===== src/hdl/round_robin_task_scheduler_unit_assert.svh =====
// Assertion macros for the round-robin task scheduler.
// Included by the modules that carry concurrent checks; no other dependencies.
`ifndef ROUND_ROBIN_TASK_SCHEDULER_UNIT_ASSERT_SVH
`define ROUND_ROBIN_TASK_SCHEDULER_UNIT_ASSERT_SVH

`ifndef SYNTH

// Check that a condition holds in the same cycle as its trigger
`define RRTS_ASSERT_SAME(name, clk, rst, ante, cons) \
   name: assert property (@(posedge clk) disable iff (rst) (ante) |-> (cons)) \
      else $error("scheduler check failed");

// Check that a condition holds in the cycle after its trigger
`define RRTS_ASSERT_NEXT(name, clk, rst, ante, cons) \
   name: assert property (@(posedge clk) disable iff (rst) (ante) |=> (cons)) \
      else $error("scheduler check failed");

`else

`define RRTS_ASSERT_SAME(name, clk, rst, ante, cons)
`define RRTS_ASSERT_NEXT(name, clk, rst, ante, cons)

`endif

`endif


===== src/hdl/rrts_pkg.sv =====
// Shared types, codes and helpers for the round-robin task scheduler.
// No dependencies; used by the top level.
`timescale 1ns / 1ps
`default_nettype none

package rrts_pkg;

   // Sizes
   localparam int TASK_COUNT = 16;
   localparam int TASK_W     = 4;
   localparam int COUNT_W    = 5;
   localparam int SLICE_W    = 7;

   localparam logic [SLICE_W-1:0] SLICE_MAX   = 7'd100;
   localparam logic [SLICE_W-1:0] SLICE_MIN   = 7'd1;
   localparam logic [SLICE_W-1:0] SLICE_RESET = 7'd10;

   // Operation codes
   localparam logic [2:0] OP_TICK   = 3'd0;
   localparam logic [2:0] OP_YIELD  = 3'd1;
   localparam logic [2:0] OP_BLOCK  = 3'd2;
   localparam logic [2:0] OP_WAKEUP = 3'd3;
   localparam logic [2:0] OP_ADD    = 3'd4;
   localparam logic [2:0] OP_REMOVE = 3'd5;

   // Status codes
   localparam logic [2:0] ST_OK          = 3'd0;
   localparam logic [2:0] ST_FULL        = 3'd1;
   localparam logic [2:0] ST_NOT_FOUND   = 3'd2;
   localparam logic [2:0] ST_IDLE_BLOCK  = 3'd3;
   localparam logic [2:0] ST_NOT_BLOCKED = 3'd4;

   // Register indexes
   localparam logic REG_SCHED_MODE   = 1'b0;
   localparam logic REG_SLICE_LENGTH = 1'b1;

   localparam logic [TASK_W-1:0] IDLE_TASK = '0;

   typedef struct packed {
      logic [2:0]        operation;
      logic [TASK_W-1:0] task_id;
   } req_type;

   typedef struct packed {
      logic [2:0]         status;
      logic               switched;
      logic [TASK_W-1:0]  previous_task;
      logic [TASK_W-1:0]  running_task;
      logic [COUNT_W-1:0] queue_count;
      logic [SLICE_W-1:0] slice_remaining;
   } rsp_type;

   typedef enum logic [3:0] {
      S_IDLE,
      S_EXEC,
      S_DISP_RD,
      S_DISP_DONE,
      S_REM_RD,
      S_REM_CMP,
      S_SH_RD,
      S_SH_WR,
      S_RESP
   } state_type;

   // Step a ring index forward with wrap
   function automatic logic [TASK_W-1:0] ring_next(input logic [TASK_W-1:0] i);
      ring_next = (i == TASK_W'(TASK_COUNT - 1)) ? '0 : TASK_W'(i + 1'b1);
   endfunction

   // Step a ring index back with wrap
   function automatic logic [TASK_W-1:0] ring_prev(input logic [TASK_W-1:0] i);
      ring_prev = (i == '0) ? TASK_W'(TASK_COUNT - 1) : TASK_W'(i - 1'b1);
   endfunction

endpackage

`default_nettype wire


===== src/hdl/round_robin_task_scheduler_unit.sv =====
// Top level of the round-robin task scheduler: sequencer, ring pointers, task state.
// Depends on rrts_pkg, rrts_ram and round_robin_task_scheduler_unit_assert.svh.
`timescale 1ns / 1ps
`default_nettype none

// One event is taken when start is high and busy is low; busy then stays high until
// the result has been computed, and the result appears on rsp_item for exactly one
// cycle with rsp_valid high. The receiver cannot stall: capture it in that cycle.
// Tick, yield and block that dispatch pass through a head read (S_DISP_RD) and a pop
// (S_DISP_DONE) before the response step; otherwise they, like wakeup and add, go from
// the execute step straight to the response step. Remove walks the ready ring with a
// read and a compare per entry, then closes the gap with a read and a write per entry,
// as the ring RAM has a single, registered read port. Configuration writes
// are always taken (csr_ready is high) and must only be issued while busy is low.

module round_robin_task_scheduler_unit (
   input  wire logic             clock,
   input  wire logic             reset,
   input  wire logic             start,
   output logic                  busy,
   input  wire rrts_pkg::req_type req_item,
   output logic                  rsp_valid,
   output rrts_pkg::rsp_type     rsp_item,
   input  wire logic             csr_valid,
   output logic                  csr_ready,
   input  wire logic             csr_index,
   input  wire logic [6:0]       csr_data
);

   import rrts_pkg::*;

   `include "round_robin_task_scheduler_unit_assert.svh"

   // Control and task state
   state_type             state_ff, state_in;
   logic [TASK_W-1:0]     cur_ff, cur_in;
   logic [SLICE_W-1:0]    slice_ff, slice_in;
   logic [SLICE_W-1:0]    slice_len_ff, slice_len_in;
   logic                  mode_ff, mode_in;
   logic [TASK_W-1:0]     head_ff, head_in;
   logic [TASK_W-1:0]     tail_ff, tail_in;
   logic [COUNT_W-1:0]    count_ff, count_in;
   logic [TASK_COUNT-1:0] blocked_ff, blocked_in;
   logic                  rsp_valid_ff, rsp_valid_in;

   // Per-transaction working registers
   logic [2:0]            op_ff, op_in;
   logic [TASK_W-1:0]     id_ff, id_in;
   logic [2:0]            status_ff, status_in;
   logic [TASK_W-1:0]     prev_ff, prev_in;
   logic [TASK_W-1:0]     pos_ff, pos_in;
   logic [COUNT_W-1:0]    idx_ff, idx_in;
   rsp_type               rsp_item_ff, rsp_item_in;

   // Ring RAM ports
   logic                  ram_wr_en;
   logic [TASK_W-1:0]     ram_wr_addr;
   logic [TASK_W-1:0]     ram_wr_data;
   logic                  ram_rd_en;
   logic [TASK_W-1:0]     ram_rd_addr;
   logic [TASK_W-1:0]     ram_rd_data;

   // Decode of the event in the execute step
   logic                  cur_idle;
   logic                  queue_empty;
   logic                  queue_full;
   logic [SLICE_W-1:0]    slice_dec;
   logic                  push_req;
   logic [TASK_W-1:0]     push_id;
   logic                  go_disp;
   logic                  go_remove;
   logic                  set_block;
   logic                  clr_wake;
   logic [2:0]            exec_status;
   logic                  accept;
   logic                  rem_match;
   logic                  rem_more;
   logic                  shift_more;
   logic [TASK_W-1:0]     disp_task;
   logic [6:0]            csr_clamped;

   rrts_ram #(
      .WIDTH (TASK_W),
      .DEPTH (TASK_COUNT)
   ) u_ring (
      .clock   (clock),
      .wr_en   (ram_wr_en),
      .wr_addr (ram_wr_addr),
      .wr_data (ram_wr_data),
      .rd_en   (ram_rd_en),
      .rd_addr (ram_rd_addr),
      .rd_data (ram_rd_data)
   );

   assign accept      = start && !busy;
   assign cur_idle    = (cur_ff == IDLE_TASK);
   assign queue_empty = (count_ff == '0);
   assign queue_full  = (count_ff == COUNT_W'(TASK_COUNT));
   assign slice_dec   = (slice_ff == '0) ? '0 : SLICE_W'(slice_ff - 1'b1);
   assign rem_match   = (ram_rd_data == id_ff);
   assign rem_more    = (COUNT_W'(idx_ff + 1'b1) < count_ff);
   assign shift_more  = (COUNT_W'(idx_ff + 2'd2) < count_ff);
   assign disp_task   = queue_empty ? IDLE_TASK : ram_rd_data;

   // Decode the latched event
   always_comb begin
      push_req    = 1'b0;
      push_id     = cur_ff;
      go_disp     = 1'b0;
      go_remove   = 1'b0;
      set_block   = 1'b0;
      clr_wake    = 1'b0;
      exec_status = ST_OK;
      unique case (op_ff)
         OP_TICK: begin
            if (cur_idle) begin
               go_disp = !queue_empty;
            end else if (!mode_ff && (slice_dec == '0)) begin
               push_req = 1'b1;
               go_disp  = 1'b1;
            end
         end
         OP_YIELD: begin
            if (cur_idle) begin
               go_disp = !queue_empty;
            end else begin
               push_req = 1'b1;
               go_disp  = 1'b1;
            end
         end
         OP_BLOCK: begin
            if (cur_idle) begin
               exec_status = ST_IDLE_BLOCK;
            end else begin
               set_block = 1'b1;
               go_disp   = 1'b1;
            end
         end
         OP_WAKEUP: begin
            if (!blocked_ff[id_ff]) begin
               exec_status = ST_NOT_BLOCKED;
            end else begin
               clr_wake = 1'b1;
               push_req = 1'b1;
               push_id  = id_ff;
            end
         end
         OP_ADD: begin
            push_req = 1'b1;
            push_id  = id_ff;
         end
         OP_REMOVE: begin
            go_remove = 1'b1;
         end
         default: begin
         end
      endcase
      if (push_req && queue_full) begin
         exec_status = ST_FULL;
      end
   end

   // Next state
   always_comb begin
      state_in = state_ff;
      unique case (state_ff)
         S_IDLE: begin
            if (start) begin
               state_in = S_EXEC;
            end
         end
         S_EXEC: begin
            priority if (go_disp) begin
               state_in = S_DISP_RD;
            end else if (go_remove) begin
               state_in = S_REM_RD;
            end else begin
               state_in = S_RESP;
            end
         end
         S_DISP_RD:   state_in = S_DISP_DONE;
         S_DISP_DONE: state_in = S_RESP;
         S_REM_RD: begin
            state_in = (idx_ff < count_ff) ? S_REM_CMP : S_RESP;
         end
         S_REM_CMP: begin
            priority if (!rem_match) begin
               state_in = S_REM_RD;
            end else if (rem_more) begin
               state_in = S_SH_RD;
            end else begin
               state_in = S_RESP;
            end
         end
         S_SH_RD: state_in = S_SH_WR;
         S_SH_WR: state_in = shift_more ? S_SH_RD : S_RESP;
         S_RESP:  state_in = S_IDLE;
         default: state_in = S_IDLE;
      endcase
   end

   // Datapath and outputs
   always_comb begin
      cur_in       = cur_ff;
      slice_in     = slice_ff;
      slice_len_in = slice_len_ff;
      mode_in      = mode_ff;
      head_in      = head_ff;
      tail_in      = tail_ff;
      count_in     = count_ff;
      blocked_in   = blocked_ff;
      rsp_valid_in = 1'b0;
      op_in        = op_ff;
      id_in        = id_ff;
      status_in    = status_ff;
      prev_in      = prev_ff;
      pos_in       = pos_ff;
      idx_in       = idx_ff;
      rsp_item_in  = rsp_item_ff;
      ram_wr_en    = 1'b0;
      ram_wr_addr  = tail_ff;
      ram_wr_data  = push_id;
      ram_rd_en    = 1'b0;
      ram_rd_addr  = head_ff;

      // Clamp and take configuration writes
      csr_clamped = csr_data;
      if (csr_data == '0) begin
         csr_clamped = SLICE_MIN;
      end else if (csr_data > SLICE_MAX) begin
         csr_clamped = SLICE_MAX;
      end
      if (csr_valid && csr_ready) begin
         unique case (csr_index)
            REG_SCHED_MODE:   mode_in      = csr_data[0];
            REG_SLICE_LENGTH: slice_len_in = csr_clamped;
            default: begin
            end
         endcase
      end

      unique case (state_ff)
         S_IDLE: begin
            if (start) begin
               op_in     = req_item.operation;
               id_in     = req_item.task_id;
               prev_in   = cur_ff;
               status_in = ST_OK;
            end
         end
         S_EXEC: begin
            status_in = exec_status;
            pos_in    = head_ff;
            idx_in    = '0;
            if ((op_ff == OP_TICK) && !cur_idle) begin
               slice_in = slice_dec;
            end
            if (set_block) begin
               blocked_in[cur_ff] = 1'b1;
            end
            if (clr_wake) begin
               blocked_in[id_ff] = 1'b0;
            end
            // Append to the ring tail
            if (push_req && !queue_full) begin
               ram_wr_en = 1'b1;
               tail_in   = ring_next(tail_ff);
               count_in  = COUNT_W'(count_ff + 1'b1);
            end
         end
         S_DISP_RD: begin
            ram_rd_en   = 1'b1;
            ram_rd_addr = head_ff;
         end
         S_DISP_DONE: begin
            // Pop the head, or fall back to the idle task
            if (!queue_empty) begin
               head_in  = ring_next(head_ff);
               count_in = COUNT_W'(count_ff - 1'b1);
            end
            if (disp_task != cur_ff) begin
               blocked_in[disp_task] = 1'b0;
               cur_in   = disp_task;
               slice_in = slice_len_ff;
            end
         end
         S_REM_RD: begin
            ram_rd_en   = 1'b1;
            ram_rd_addr = pos_ff;
            if (idx_ff >= count_ff) begin
               status_in = ST_NOT_FOUND;
            end
         end
         S_REM_CMP: begin
            if (!rem_match) begin
               pos_in = ring_next(pos_ff);
               idx_in = COUNT_W'(idx_ff + 1'b1);
            end else if (!rem_more) begin
               tail_in  = ring_prev(tail_ff);
               count_in = COUNT_W'(count_ff - 1'b1);
            end
         end
         S_SH_RD: begin
            ram_rd_en   = 1'b1;
            ram_rd_addr = ring_next(pos_ff);
         end
         S_SH_WR: begin
            // Move the next entry down one place
            ram_wr_en   = 1'b1;
            ram_wr_addr = pos_ff;
            ram_wr_data = ram_rd_data;
            pos_in      = ring_next(pos_ff);
            idx_in      = COUNT_W'(idx_ff + 1'b1);
            if (!shift_more) begin
               tail_in  = ring_prev(tail_ff);
               count_in = COUNT_W'(count_ff - 1'b1);
            end
         end
         S_RESP: begin
            rsp_valid_in                = 1'b1;
            rsp_item_in.status          = status_ff;
            rsp_item_in.switched        = (prev_ff != cur_ff);
            rsp_item_in.previous_task   = prev_ff;
            rsp_item_in.running_task    = cur_ff;
            rsp_item_in.queue_count     = count_ff;
            rsp_item_in.slice_remaining = slice_ff;
         end
         default: begin
         end
      endcase
   end

   // Control and task state registers
   always_ff @(posedge clock) begin
      if (reset) begin
         state_ff     <= S_IDLE;
         cur_ff       <= IDLE_TASK;
         slice_ff     <= '0;
         slice_len_ff <= SLICE_RESET;
         mode_ff      <= 1'b0;
         head_ff      <= '0;
         tail_ff      <= '0;
         count_ff     <= '0;
         blocked_ff   <= '0;
         rsp_valid_ff <= 1'b0;
      end else begin
         state_ff     <= state_in;
         cur_ff       <= cur_in;
         slice_ff     <= slice_in;
         slice_len_ff <= slice_len_in;
         mode_ff      <= mode_in;
         head_ff      <= head_in;
         tail_ff      <= tail_in;
         count_ff     <= count_in;
         blocked_ff   <= blocked_in;
         rsp_valid_ff <= rsp_valid_in;
      end
   end

   // Working registers, no reset
   always_ff @(posedge clock) begin
      op_ff       <= op_in;
      id_ff       <= id_in;
      status_ff   <= status_in;
      prev_ff     <= prev_in;
      pos_ff      <= pos_in;
      idx_ff      <= idx_in;
      rsp_item_ff <= rsp_item_in;
   end

   assign busy      = (state_ff != S_IDLE);
   assign rsp_valid = rsp_valid_ff;
   assign rsp_item  = rsp_item_ff;
   assign csr_ready = 1'b1;

   // Checks
   `RRTS_ASSERT_NEXT(a_accept_busy, clock, reset, accept, busy)
   `RRTS_ASSERT_SAME(a_rsp_after_seq, clock, reset, rsp_valid, !busy)
   `RRTS_ASSERT_SAME(a_count_bound, clock, reset, 1'b1, count_ff <= COUNT_W'(TASK_COUNT))
   `RRTS_ASSERT_SAME(a_idle_unblocked, clock, reset, 1'b1, !blocked_ff[IDLE_TASK])
   `RRTS_ASSERT_NEXT(a_resp_strobe, clock, reset, state_ff == S_RESP, rsp_valid)

endmodule

`default_nettype wire


===== src/hdl/rrts_ram.sv =====
// Generic single-write, single-read RAM with registered read data.
// No dependencies; holds the ready ring of the scheduler.
`timescale 1ns / 1ps
`default_nettype none

module rrts_ram #(
   parameter int WIDTH = 4,
   parameter int DEPTH = 16
) (
   input  wire logic                     clock,
   input  wire logic                     wr_en,
   input  wire logic [$clog2(DEPTH)-1:0] wr_addr,
   input  wire logic [WIDTH-1:0]         wr_data,
   input  wire logic                     rd_en,
   input  wire logic [$clog2(DEPTH)-1:0] rd_addr,
   output logic      [WIDTH-1:0]         rd_data
);

   logic [WIDTH-1:0] mem_ff [DEPTH];
   logic [WIDTH-1:0] rd_data_ff;

   // Write port, registered read port
   always_ff @(posedge clock) begin
      if (wr_en) begin
         mem_ff[wr_addr] <= wr_data;
      end
      if (rd_en) begin
         rd_data_ff <= mem_ff[rd_addr];
      end
   end

   assign rd_data = rd_data_ff;

endmodule

`default_nettype wire


===== config.mk =====
export PLATFORM = sky130hd
export DESIGN_NAME = round_robin_task_scheduler_unit
export DESIGN_NICKNAME = d
export VERILOG_FILES = /design/src/hdl/rrts_pkg.sv /design/src/hdl/round_robin_task_scheduler_unit.sv /design/src/hdl/rrts_ram.sv
export VERILOG_INCLUDE_DIRS = /design/src /design/src/hdl
export SDC_FILE = /design/constraint.sdc
export NUM_CORES = 1
export LEC_CHECK = 0
export BUFFER_PORTS_ARGS = -buffer_cell sky130_fd_sc_hd__buf_2
export CAP_MARGIN = 40
export CORE_MARGIN = 2
export CORE_UTILIZATION = 55
export CTS_CLUSTER_DIAMETER = 80
export DETAILED_ROUTE_END_ITERATION = 6
export PLACE_DENSITY = 0.78
export SYNTH_ARGS = -nofsm -noshare
export SYNTH_HDL_FRONTEND = slang
export SYNTH_SLANG_ARGS = --single-unit

===== constraint.sdc =====
create_clock -name clock -period 10.9 [get_ports clock]
set_input_delay 0.545 -clock clock [delete_from_list [all_inputs] [get_ports clock]]
set_output_delay 0.545 -clock clock [all_outputs]
set_load 0.02 [all_outputs]

==> impl_metrics.csv, run 1 <==
group,metric,value,unit
yosys,synth_compound_area_frac,0.163,
critical_path,endpoint_kind,"register",
placement,gp_congestion,1.00,
yosys,synth_flop_cell,"edfxtp_1",
clock_network,cts_sinks,168,
yosys,synth_edf_count,115,
critical_path,r2r-start,"id_ff[1]$_DFFE_PP_",
yosys,synth_fp_nets,835,
power,vdd_ir_drop_max,0.130,mV
detailed_routing,viasPerCell,6.46,
layout,drive_gt1_frac,0.132,
yosys,ys_ff_latch,168,
detailed_routing,detail-route-antenna-nets,0,
clock_network,ctsHoldBuffers,0,
worst_hold_path,holdPathEnd,"id_ff[2]$_DFFE_PP_",
global_route,grt_first_pass_wirelength,32600,um
yosys,synth_area,0.00846,mm2
global_route,grt_usage,0.256,
critical_path,arrival,3540,ps
timing,timing.fmax,291,MHz
yosys,synth_mux_area_frac,0.0674,
clock_network,htree_levels,4,
yosys,async_reset_ff_frac,0,
placement,dp_cells,991,
timing,worstMarginPinSlew,911,ps
clock_network,cts-buffers-inserted,17,
floorplanning,rows,45,
job,maxCapViolCount,0,
clock_network,clock_path_buffers,2,
critical_path,rrSetupSlack,7460,ps
layout,fin_nets,867,
global_route,grt.overflow.total,0,
floorplanning,die_area,0.0164,mm2
yosys,synth-adder-area-share,0.0393,
placement,io_buffers,44,
detailed_routing,wl,20500,um
clock_network,cts-resized-gates,0,
yosys,ys_seq_area_frac,0.534,
clock_network,cts_tree,"built",
worst_hold_path,hold_depth,1,
timing,fin_crit,3440,ps
detailed_routing,drt_iter0_markers,685,
clock_network,clkTransAtPathRegs,70,ps
detailed_routing,wire_per_inst,20.1,um
worst_hold_path,hold_start,"req_item[2]",
power,p_leak,3.48,nW
critical_path,cp_max_fo,14,
critical_path,r2r_cells,7,
yosys,syn_avg_cell_area,10.7,um2
timing,setup_tns,0,ps
detailed_routing,post-route-drc-count,0,
floorplanning,design.core.area,0.0151,mm2
floorplanning,io_pins,46,
layout,fin_cells,1023,
worst_hold_path,hold_path.class,"in -> reg",
critical_path,required,11010,ps
floorplanning,start_util,0.561,
critical_path,critPathLaunchType,"register",
outcome,status,"finished clean",
critical_path,r2r_end,"u_ring.mem_ff[7][2]$_DFFE_PP_",
layout,fin_area,0.00945,mm2
placement,place_area,0.00885,mm2
layout,syn_to_final_growth,11.7,%
timing,post-route-period-util,0.315,
global_route,grt_pass1_vias,6411,
yosys,synth-simple-area-share,0.140,
detailed_routing,dr_total_vias,6604,
floorplanning,die_height,128,um
placement,dp_hpwl,14200,um
power,power,0.00152,W
detailed_routing,first_pass_iters,5,
yosys,synth-warning-count,0,
timing,setup_viol,0,
clock_network,cts_root_buffer,"clkbuf_16",
clock_network,insertion_delay,440,ps
timing,slew_headroom,0.391,
power,p_per_area,161,mW/mm2
yosys,ys_types,68,
layout,num_antenna_cells,0,
yosys,synth_top_family_by_area,"compound AO/OA/AOI/OAI gates",
timing,clock-skew-final,14.0,ps
global_route,grt_max_degree,43,
global_route,antenna_found_initial,0,
timing,hold_viol_final,0,
timing,maxSlewViolCount,0,
floorplanning,die_width,128,um
yosys,synth-xor-area-share,0.0269,
timing,rsz0062_at_grt,"no",
clock_network,postCtsSetupRepairBufs,0,
critical_path,crit_type,"reg -> reg",
yosys,postSynthCellCount,790,
[registers in the layout (all words and copies together), names as in the netlist, 3 cells and up]
| signal | count |
|---|---|
| slice_ff | 7 |
| status_ff | 3 |
| slice_len_ff | 7 |
| pos_ff | 4 |
| count_ff | 5 |
| rsp_item | 24 |
| blocked_ff | 16 |
| prev_ff | 4 |
| head_ff | 4 |
| id_ff | 4 |
| idx_ff | 5 |
| tail_ff | 4 |
| u_ring.rd_data | 4 |
| op_ff | 3 |
| state_ff | 4 |
| u_ring.mem_ff | 64 |
| cur_ff | 4 |
[worst max-delay path: stages, from the launching register on]
cell and delay [ps]:
edfxtp_1 750, mux2i_1 190, a221o_1 390, o32ai_1 320
a311oi_2 130, o31ai_1 550, o21ai_0 370, nor2_1 390
[cell type report]
class	instances	area, um2
Clock buffer	17	425
Clock inverter	15	181
Fill cell	1166	5640
Inverter	18	67.6
Multi-Input combinational cell	563	3720
Sequential cell	168	4510
Tap cell	188	235
Timing Repair Buffer	54	313
[report_power, final]
group / internal (W) / switching [W] / leakage (nW)
Clock: 0.000329 / 0.000283 / 0.294
Combinational: 0.0000625 / 0.000113 / 1.69
Sequential: 0.000706 / 0.0000287 / 1.50
[stage by stage]
stage | hold WS [ps] | utilization | setup WS (ps)
2_1_floorplan | 400 | - | 7120
3_5_place_dp | 418 | 0.586 | 7520
5_1_grt | 281 | 0.626 | 7200
3_3_place_gp | 412 | 0.583 | 7700
4_1_cts | 279 | 0.626 | 7500
6_report | 288 | 0.626 | 7460
[per-layer routing]
metal  global-route usage  vias to the layer above  routed length, um
li1                     -                     3063                  -
met1                0.324                     3155               8290
met2                0.430                      339              10100
met3               0.0601                       47               1640
met4               0.0989                        0                482
met5                    0                        -                  0
[kinds of logic after synthesis]
logic type	Yosys count
other	1
multiplexers	56
adder cells (fa/ha/maj)	26
AO/OA/AOI/OAI	215
XOR/XNOR	26
AND/OR/NAND/NOR	239
buffers and inverters	59
flip-flops	168
[cells in the mapped netlist (3+ instances only)]
cell        n  area share
nand3_1    27       0.016
nor4_1      5      0.0037
nor3_1     12      0.0071
nor4b_1     4      0.0041
o31ai_1     3      0.0027
a22oi_1     8      0.0071
a21oi_1    74       0.044
nor2b_1    10      0.0074
or2_2       4      0.0030
a211oi_1   21       0.019
nand3b_1    4      0.0035
edfxtp_1  115        0.41
o22ai_1    16       0.012
o21ai_0    31       0.018
o221ai_1    6      0.0062
dfxtp_1    53        0.13
nand4_1     4      0.0030
and2_1      8      0.0059
a31oi_1    14       0.010
a311oi_1    7      0.0072
ha_1       25       0.037
or3_1       4      0.0030
clkbuf_1   28       0.012
xnor2_1    20       0.021
mux2_2      8       0.011
buf_2       8      0.0047
nand2b_1    8      0.0059
nand2_1    47       0.021
nor3b_1     4      0.0035
xor2_1      6      0.0062
a21o_1      6      0.0053
inv_1      18      0.0080
and3_1      9      0.0067
o21a_1      3      0.0027
nor2_1     79       0.035
mux2i_1    48       0.057
[cells in the final DEF (no fill, tap or decap), types with 9 or more instances in the layout]
master	Yosys	final
inv_1	18	18
dfxtp_1	53	53
a21oi_1	74	74
nand2_1	47	47
nor3_1	12	12
mux2i_1	48	47
nor2_1	79	79
o21ai_0	31	31
clkbuf_16	0	17
xnor2_1	20	20
nand3_1	27	27
a31oi_1	14	14
o22ai_1	16	16
buf_2	8	45
a211oi_1	21	21
nor2b_1	10	10
edfxtp_1	115	115
and3_1	9	9
ha_1	25	25
[worst max-delay path by stage]
stage	startpoint	endpoint	slack (ps)	cells past startpoint
floorplan	state_ff[1]$_SDFFE_PP0P_	rsp_item[0]$_DFFE_PP_	7120	3
global placement	id_ff[1]$_DFFE_PP_	u_ring.mem_ff[6][0]$_DFFE_PP_	7700	7
detailed placement	id_ff[1]$_DFFE_PP_	u_ring.mem_ff[10][1]$_DFFE_PP_	7520	7
CTS	id_ff[1]$_DFFE_PP_	u_ring.mem_ff[3][0]$_DFFE_PP_	7500	7
global route	id_ff[1]$_DFFE_PP_	u_ring.mem_ff[3][0]$_DFFE_PP_	7200	7
finish	id_ff[1]$_DFFE_PP_	u_ring.mem_ff[7][2]$_DFFE_PP_	7460	7
Power figures use the tool's default switching activity.
==> inputs of run 2 (changes only) <==
Clock period 10.9 ns to 3.4 ns, I/O delays scaled along.
==> run 2 against run 1 <==
Final cell count up 2.4%. Sequential cell count unchanged. Core utilization up 1.5 points. Fmax up 8.6%. First-iteration DRC count down 26%. Largest cell class unchanged.
==> impl_metrics.csv, run 2 (synthesized netlist as in run 1, its figures left out) <==
group,metric,value,unit
critical_path,endpoint_kind,"register",
detailed_routing,wire_per_inst,19.3,um
detailed_routing,dr_total_vias,6590,
clock_network,postCtsSetupRepairBufs,0,
timing,clock-skew-final,17.1,ps
detailed_routing,viasPerCell,6.29,
placement,io_buffers,44,
power,power,0.00488,W
timing,setup_tns,0,ps
floorplanning,die_area,0.0164,mm2
power,p_clk_frac,0.398,
global_route,grt_max_degree,36,
placement,gp_congestion,0.964,
floorplanning,design.core.area,0.0151,mm2
floorplanning,rows,45,
power,p_int,0.00354,W
power,power.switching,0.00134,W
layout,num_antenna_cells,0,
detailed_routing,wl,20200,um
clock_network,ctsHoldBuffers,9,
clock_network,cts_sinks,168,
job,maxCapViolCount,0,
floorplanning,io_pins,46,
detailed_routing,detail-route-antenna-nets,0,
global_route,antenna_found_initial,0,
critical_path,required,3500,ps
detailed_routing,first_pass_iters,5,
detailed_routing,drt_iter0_markers,504,
critical_path,cp_cell_sequence,"inv_1 > ha_1 > or4b_4 > nor3_4 > a211o_2 > a311oi_2 > o31ai_1 > buf_4 > o21ai_0 > nor2_1",
placement,pre_cts_slack,321,ps
global_route,grt_first_pass_wirelength,32700,um
timing,timing.fmax,316,MHz
layout,top_register,"u_ring.mem_ff",
placement,dp_hpwl,14000,um
detailed_routing,post-route-drc-count,0,
layout,syn_to_final_growth,14.3,%
critical_path,arrival,3270,ps
layout,most-common-layout-cells,"115 x edfxtp_1, 79 x nor2_1, 74 x a21oi_1",
clock_network,clock_path_buffers,2,
clock_network,clkTransAtPathRegs,70,ps
global_route,grt.overflow.total,0,
layout,largest_reg_flops,64,
timing,post-route-period-util,0.931,
layout,fillers,1180,
placement,place_area,0.00898,mm2
clock_network,insertion_delay,440,ps
critical_path,crit_family,"simple AND/OR/NAND/NOR gates",
critical_path,critPathLaunchType,"register",
clock_network,cts_tree,"built",
timing,fin_crit,3160,ps
critical_path,cp_max_fo,7,
timing,setup_viol,0,
layout,fin_nets,892,
layout,final_util,0.641,
timing,maxSlewViolCount,0,
timing,worstMarginPinSlew,679,ps
clock_network,cts-resized-gates,0,
outcome,status,"finished clean",
worst_hold_path,hold_path.class,"in -> reg",
power,vdd_ir_drop_max,0.349,mV
critical_path,max_stage_delay,500,ps
layout,drive_gt1_frac,0.148,
power,comb_power_share,0.121,
timing,slew_headroom,0.543,
layout,fin_area,0.00967,mm2
floorplanning,start_util,0.561,
global_route,grt_usage,0.255,
floorplanning,die_width,128,um
floorplanning,die_height,128,um
power,power_frac_seq,0.482,
critical_path,slowest_stage,"or4b_4",
layout,layout_commonest_cell,"edfxtp_1",
power,sw_frac_of_total,0.274,
clock_network,htree_levels,4,
global_route,grt_pass1_vias,6376,
critical_path,crit_buf_inv,2,
clock_network,cts-buffers-inserted,17,
clock_network,cts_root_buffer,"clkbuf_16",
power,p_per_area,505,mW/mm2
timing,setup_ws,236,ps
critical_path,crit_type,"reg -> reg",
timing,hold_viol_final,0,
timing,rsz0062_at_grt,"no",
power,p_leak,3.61,nW
-- run 2: layer usage --
metal / part of all wire / GRT usage / wire [um] / vias up
met5: 0 / 0 / 0 / -
met4: 0.019 / 0.0860 / 386 / 0
met3: 0.065 / 0.0572 / 1320 / 39
met2: 0.50 / 0.443 / 10100 / 261
met1: 0.41 / 0.316 / 8350 / 3190
li1: - / - / - / 3100
-- run 2: cell type report --
class | count | area [um2] | area share
Clock buffer | 17 | 425 | 0.0440
Clock inverter | 15 | 175 | 0.0181
Inverter | 18 | 67.6 | 0.00698
Multi-Input combinational cell | 563 | 3720 | 0.385
Sequential cell | 168 | 4510 | 0.467
Tap cell | 188 | 235 | 0.0243
Timing Repair Buffer | 79 | 531 | 0.0548
-- run 2: worst reg2reg max path: cells and delay by family (launching register included) --
family / cells / cell delay [ps]
and+or+nand+nor: 3 / 1050
AOI/OAI and AO/OA: 4 / 870
DFF: 1 / 380
buffers and inverters: 2 / 320
adders and majority gates: 1 / 210
-- run 2: power groups by stage --
stage	sequential, W	clock [W]	combinational, W
6_report	0.00235	0.00194	0.000589
5_1_grt	0.00236	0.00204	0.000650
4_1_cts	0.00235	0.00196	0.000584
3_5_place_dp	0.00239	0	0.000571
3_3_place_gp	0.00239	0	0.000548
2_1_floorplan	0.00236	0	0.000398
-- run 2: path summary, 6_finish.rpt --
kind                                  from                             to  slack [ps]  depth (start not counted)
setup / recovery  slice_ff[0]$_SDFFE_PP0P_  u_ring.mem_ff[9][2]$_DFFE_PP_         240                         10
hold / removal                 csr_data[6]   slice_len_ff[6]$_SDFFE_PP0P_          40                          3
setup reg to reg  slice_ff[0]$_SDFFE_PP0P_  u_ring.mem_ff[9][2]$_DFFE_PP_         240                         10
hold reg to reg     status_ff[1]$_DFFE_PP_         rsp_item[22]$_DFFE_PP_         430                          0
-- run 2: per-stage QoR --
| stage | instances | hold slack [ps] |
|---|---|---|
| floorplan | 790 | 269 |
| global placement | 1005 | 351 |
| detailed placement | 1007 | 349 |
| CTS | 1048 | 15.7 |
| global route | 1048 | 62.1 |
| finish | 1048 | 43.6 |
==> inputs of run 3 (changes only) <==
Settings changed: ABC_AREA from default to 1.
==> run 3 against run 2 <==
Global-route usage shrank 1.3 points. Sequential cell count is the same. Sequential power grew 5%. Area after synthesis rose by 3.1%. Routed wire length is 1.9% lower. Combinational power grew 100%. Final cell count up 20%. Via count rose by 7.5%. Power is 14% higher. Setup slack better by 270 ps. Worst hold slack got worse by 21 ps. Critical endpoint is now u_ring.mem_ff[0][3]$_DFFE_PP_. Largest power group unchanged.
==> impl_metrics.csv, run 3 <==
group,metric,value,unit
global_route,grt.overflow.total,0,
outcome,status,"finished clean",
timing,maxSlewViolCount,0,
clock_network,cts_root_buffer,"clkbuf_16",
worst_hold_path,hold_depth,3,
yosys,yosys.area.top_type_share,0.396,
floorplanning,die_width,130,um
layout,syn_to_final_growth,12.6,%
clock_network,cts_tree,"built",
yosys,ys_ff_latch,168,
layout,largest_reg_flops,64,
layout,num_antenna_cells,0,
clock_network,cts-buffers-inserted,17,
placement,dp_hpwl,13800,um
power,p_int,0.00373,W
power,vdd_ir_drop_max,0.396,mV
layout,fillers,1298,
critical_path,critPathLaunchType,"register",
yosys,synth_area,0.00872,mm2
critical_path,required,3470,ps
global_route,grt_first_pass_wirelength,31700,um
floorplanning,rows,46,
yosys,yosysMostFrequentCell,"nand2_1",
power,comb_power_share,0.215,
yosys,ys_seq_area_frac,0.518,
detailed_routing,detail-route-antenna-nets,0,
clock_network,ctsHoldBuffers,9,
timing,slew_headroom,0.434,
floorplanning,die_area,0.0169,mm2
detailed_routing,wire_per_inst,15.7,um
yosys,synth_edf_count,115,
clock_network,insertion_delay,440,ps
floorplanning,design.core.area,0.0157,mm2
placement,io_buffers,44,
yosys,syn_avg_cell_area,8.92,um2
yosys,synth_fp_nets,1023,
critical_path,endpoint_kind,"register",
yosys,synth.area.top_cells,"edfxtp_1 40%, dfxtp_1 12%, nand2_1 7.7%",
power,power_frac_seq,0.441,
timing,timing.fmax,345,MHz
global_route,grt_usage,0.242,
yosys,synth-warning-count,0,
layout,drive_gt1_frac,0.130,
floorplanning,io_pins,46,
worst_hold_path,hold_start,"csr_valid",
timing,setup_viol,0,
timing,fin_crit,2900,ps
power,p_per_area,568,mW/mm2
layout,top_register,"u_ring.mem_ff",
worst_hold_path,holdPathEnd,"mode_ff$_SDFFE_PP0P_",
timing,rsz0062_at_grt,"no",
power,power,0.00557,W
detailed_routing,viasPerCell,5.62,
critical_path,arrival,2970,ps
timing,whs,22.4,ps
detailed_routing,dr_total_vias,7084,
critical_path,r2r_cells,16,
power,sw_frac_of_total,0.330,
placement,place_area,0.00913,mm2
yosys,async_reset_ff_frac,0,
layout,fin_nets,1077,
timing,setup_tns,0,ps
critical_path,crit_type,"reg -> reg",
global_route,antenna_found_initial,0,
clock_network,clkTransAtPathRegs,70,ps
critical_path,r2r-start,"slice_ff[0]$_SDFFE_PP0P_",
worst_hold_path,hold_path.class,"in -> reg",
floorplanning,start_util,0.555,
global_route,grt_max_degree,31,
floorplanning,die_height,130,um
clock_network,postCtsSetupRepairBufs,0,
detailed_routing,first_pass_iters,6,
yosys,synth_flop_cell,"edfxtp_1",
layout,most-common-layout-cells,"178 x nand2_1, 115 x edfxtp_1, 111 x inv_1",
layout,layout_commonest_cell,"nand2_1",
global_route,grt_pass1_vias,6600,
clock_network,cts-resized-gates,0,
yosys,ys_top_cells_by_count,"178 x nand2_1, 115 x edfxtp_1, 111 x inv_1",
yosys,postSynthCellCount,978,
yosys,ys_types,52,
job,maxCapViolCount,0,
critical_path,cp_max_fo,7,
timing,hold_viol_final,0,
power,p_clk_frac,0.343,
placement,gp_congestion,0.963,
detailed_routing,wl,19800,um
yosys,yosys.area.top_type,"edfxtp_1",
clock_network,clock_path_buffers,2,
clock_network,htree_levels,4,
timing,post-route-period-util,0.852,
critical_path,rrSetupSlack,500,ps
detailed_routing,post-route-drc-count,0,
layout,final_util,0.625,
critical_path,r2r_end,"u_ring.mem_ff[0][3]$_DFFE_PP_",
layout,fin_area,0.00982,mm2
power,power.switching,0.00184,W
timing,worstMarginPinSlew,848,ps
detailed_routing,drt_iter0_markers,688,
timing,clock-skew-final,8.05,ps
power,p_leak,4.02,nW
clock_network,cts_sinks,168,
-- run 3: cell count changes in the layout (fill, tap and decap cells not counted), sizes merged, moves of 19 or more --
cell    before  now
nand2       47  187
inv         28  133
mux2i       48    0
o21ai       33   79
nand3       27   58
nor2        79  109
nor3        13   36
a21oi       74   54
a211oi      21    2
-- run 3: logic make-up after synthesis --
logic type               after synthesis  share of synthesized area
AO/OA/AOI/OAI                        198                      0.139
buffers and inverters                155                     0.0750
AND/OR/NAND/NOR                      410                      0.209
other                                  1                   0.000430
adder cells (fa/ha/maj)               26                     0.0382
flip-flops                           168                      0.518
XOR/XNOR                              20                     0.0201
-- run 3: worst max-delay path by stage --
stage	start	to	slack (ps)	depth (start not counted)
2_1_floorplan	state_ff[1]$_SDFFE_PP0P_	rsp_item[0]$_DFFE_PP_	740	3
3_3_place_gp	slice_ff[0]$_SDFFE_PP0P_	u_ring.mem_ff[0][1]$_DFFE_PP_	610	16
3_5_place_dp	slice_ff[0]$_SDFFE_PP0P_	u_ring.mem_ff[3][3]$_DFFE_PP_	550	16
4_1_cts	slice_ff[0]$_SDFFE_PP0P_	u_ring.mem_ff[3][1]$_DFFE_PP_	540	16
5_1_grt	slice_ff[0]$_SDFFE_PP0P_	u_ring.mem_ff[0][0]$_DFFE_PP_	180	16
6_report	slice_ff[0]$_SDFFE_PP0P_	u_ring.mem_ff[0][3]$_DFFE_PP_	500	16
-- run 3: final cells by class --
type,count,area (um2),area share
Sequential cell,168,4510,0.460
Timing Repair Buffer,65,404,0.0412
Tap cell,216,270,0.0275
Clock inverter,15,171,0.0175
Multi-Input combinational cell,655,3560,0.362
Inverter,125,474,0.0483
Clock buffer,17,425,0.0433
-- run 3: through the flow --
step | std cells | worst slack [ps]
2_1_floorplan | 978 | 738
3_3_place_gp | 1219 | 609
3_5_place_dp | 1220 | 553
4_1_cts | 1261 | 539
5_1_grt | 1261 | 176
6_report | 1261 | 503
-- run 3: worst max-delay path: stages, from the launching register on --
cell      delay, ps
dfxtp_1         330
inv_1           170
ha_1            270
inv_1            60
nor2_1          110
nand3_2         150
nand2_1         110
nand3b_1         80
nor2_1          100
nand2_1          80
nand2_1          60
nand2_1          50
nand2_1          90
nand3_1         120
nand2_1         190
inv_1           110
nor3_1          450
-- run 3: per-layer routing --
metal | routed length (um) | GRT usage | up-vias
met3 | 1210 | 0.0504 | 51
met5 | 0 | 0 | -
li1 | - | - | 3465
met1 | 8380 | 0.305 | 3285
met4 | 535 | 0.0993 | 0
met2 | 9690 | 0.407 | 283
-- run 3: power groups by stage --
stage | Clock [W] | Combinational [W] | Sequential, W
floorplan | 0 | 0.000902 | 0.00249
global placement | 0 | 0.00114 | 0.00250
detailed placement | 0 | 0.00117 | 0.00250
CTS | 0.00193 | 0.00119 | 0.00246
global route | 0.00201 | 0.00135 | 0.00248
finish | 0.00191 | 0.00120 | 0.00246
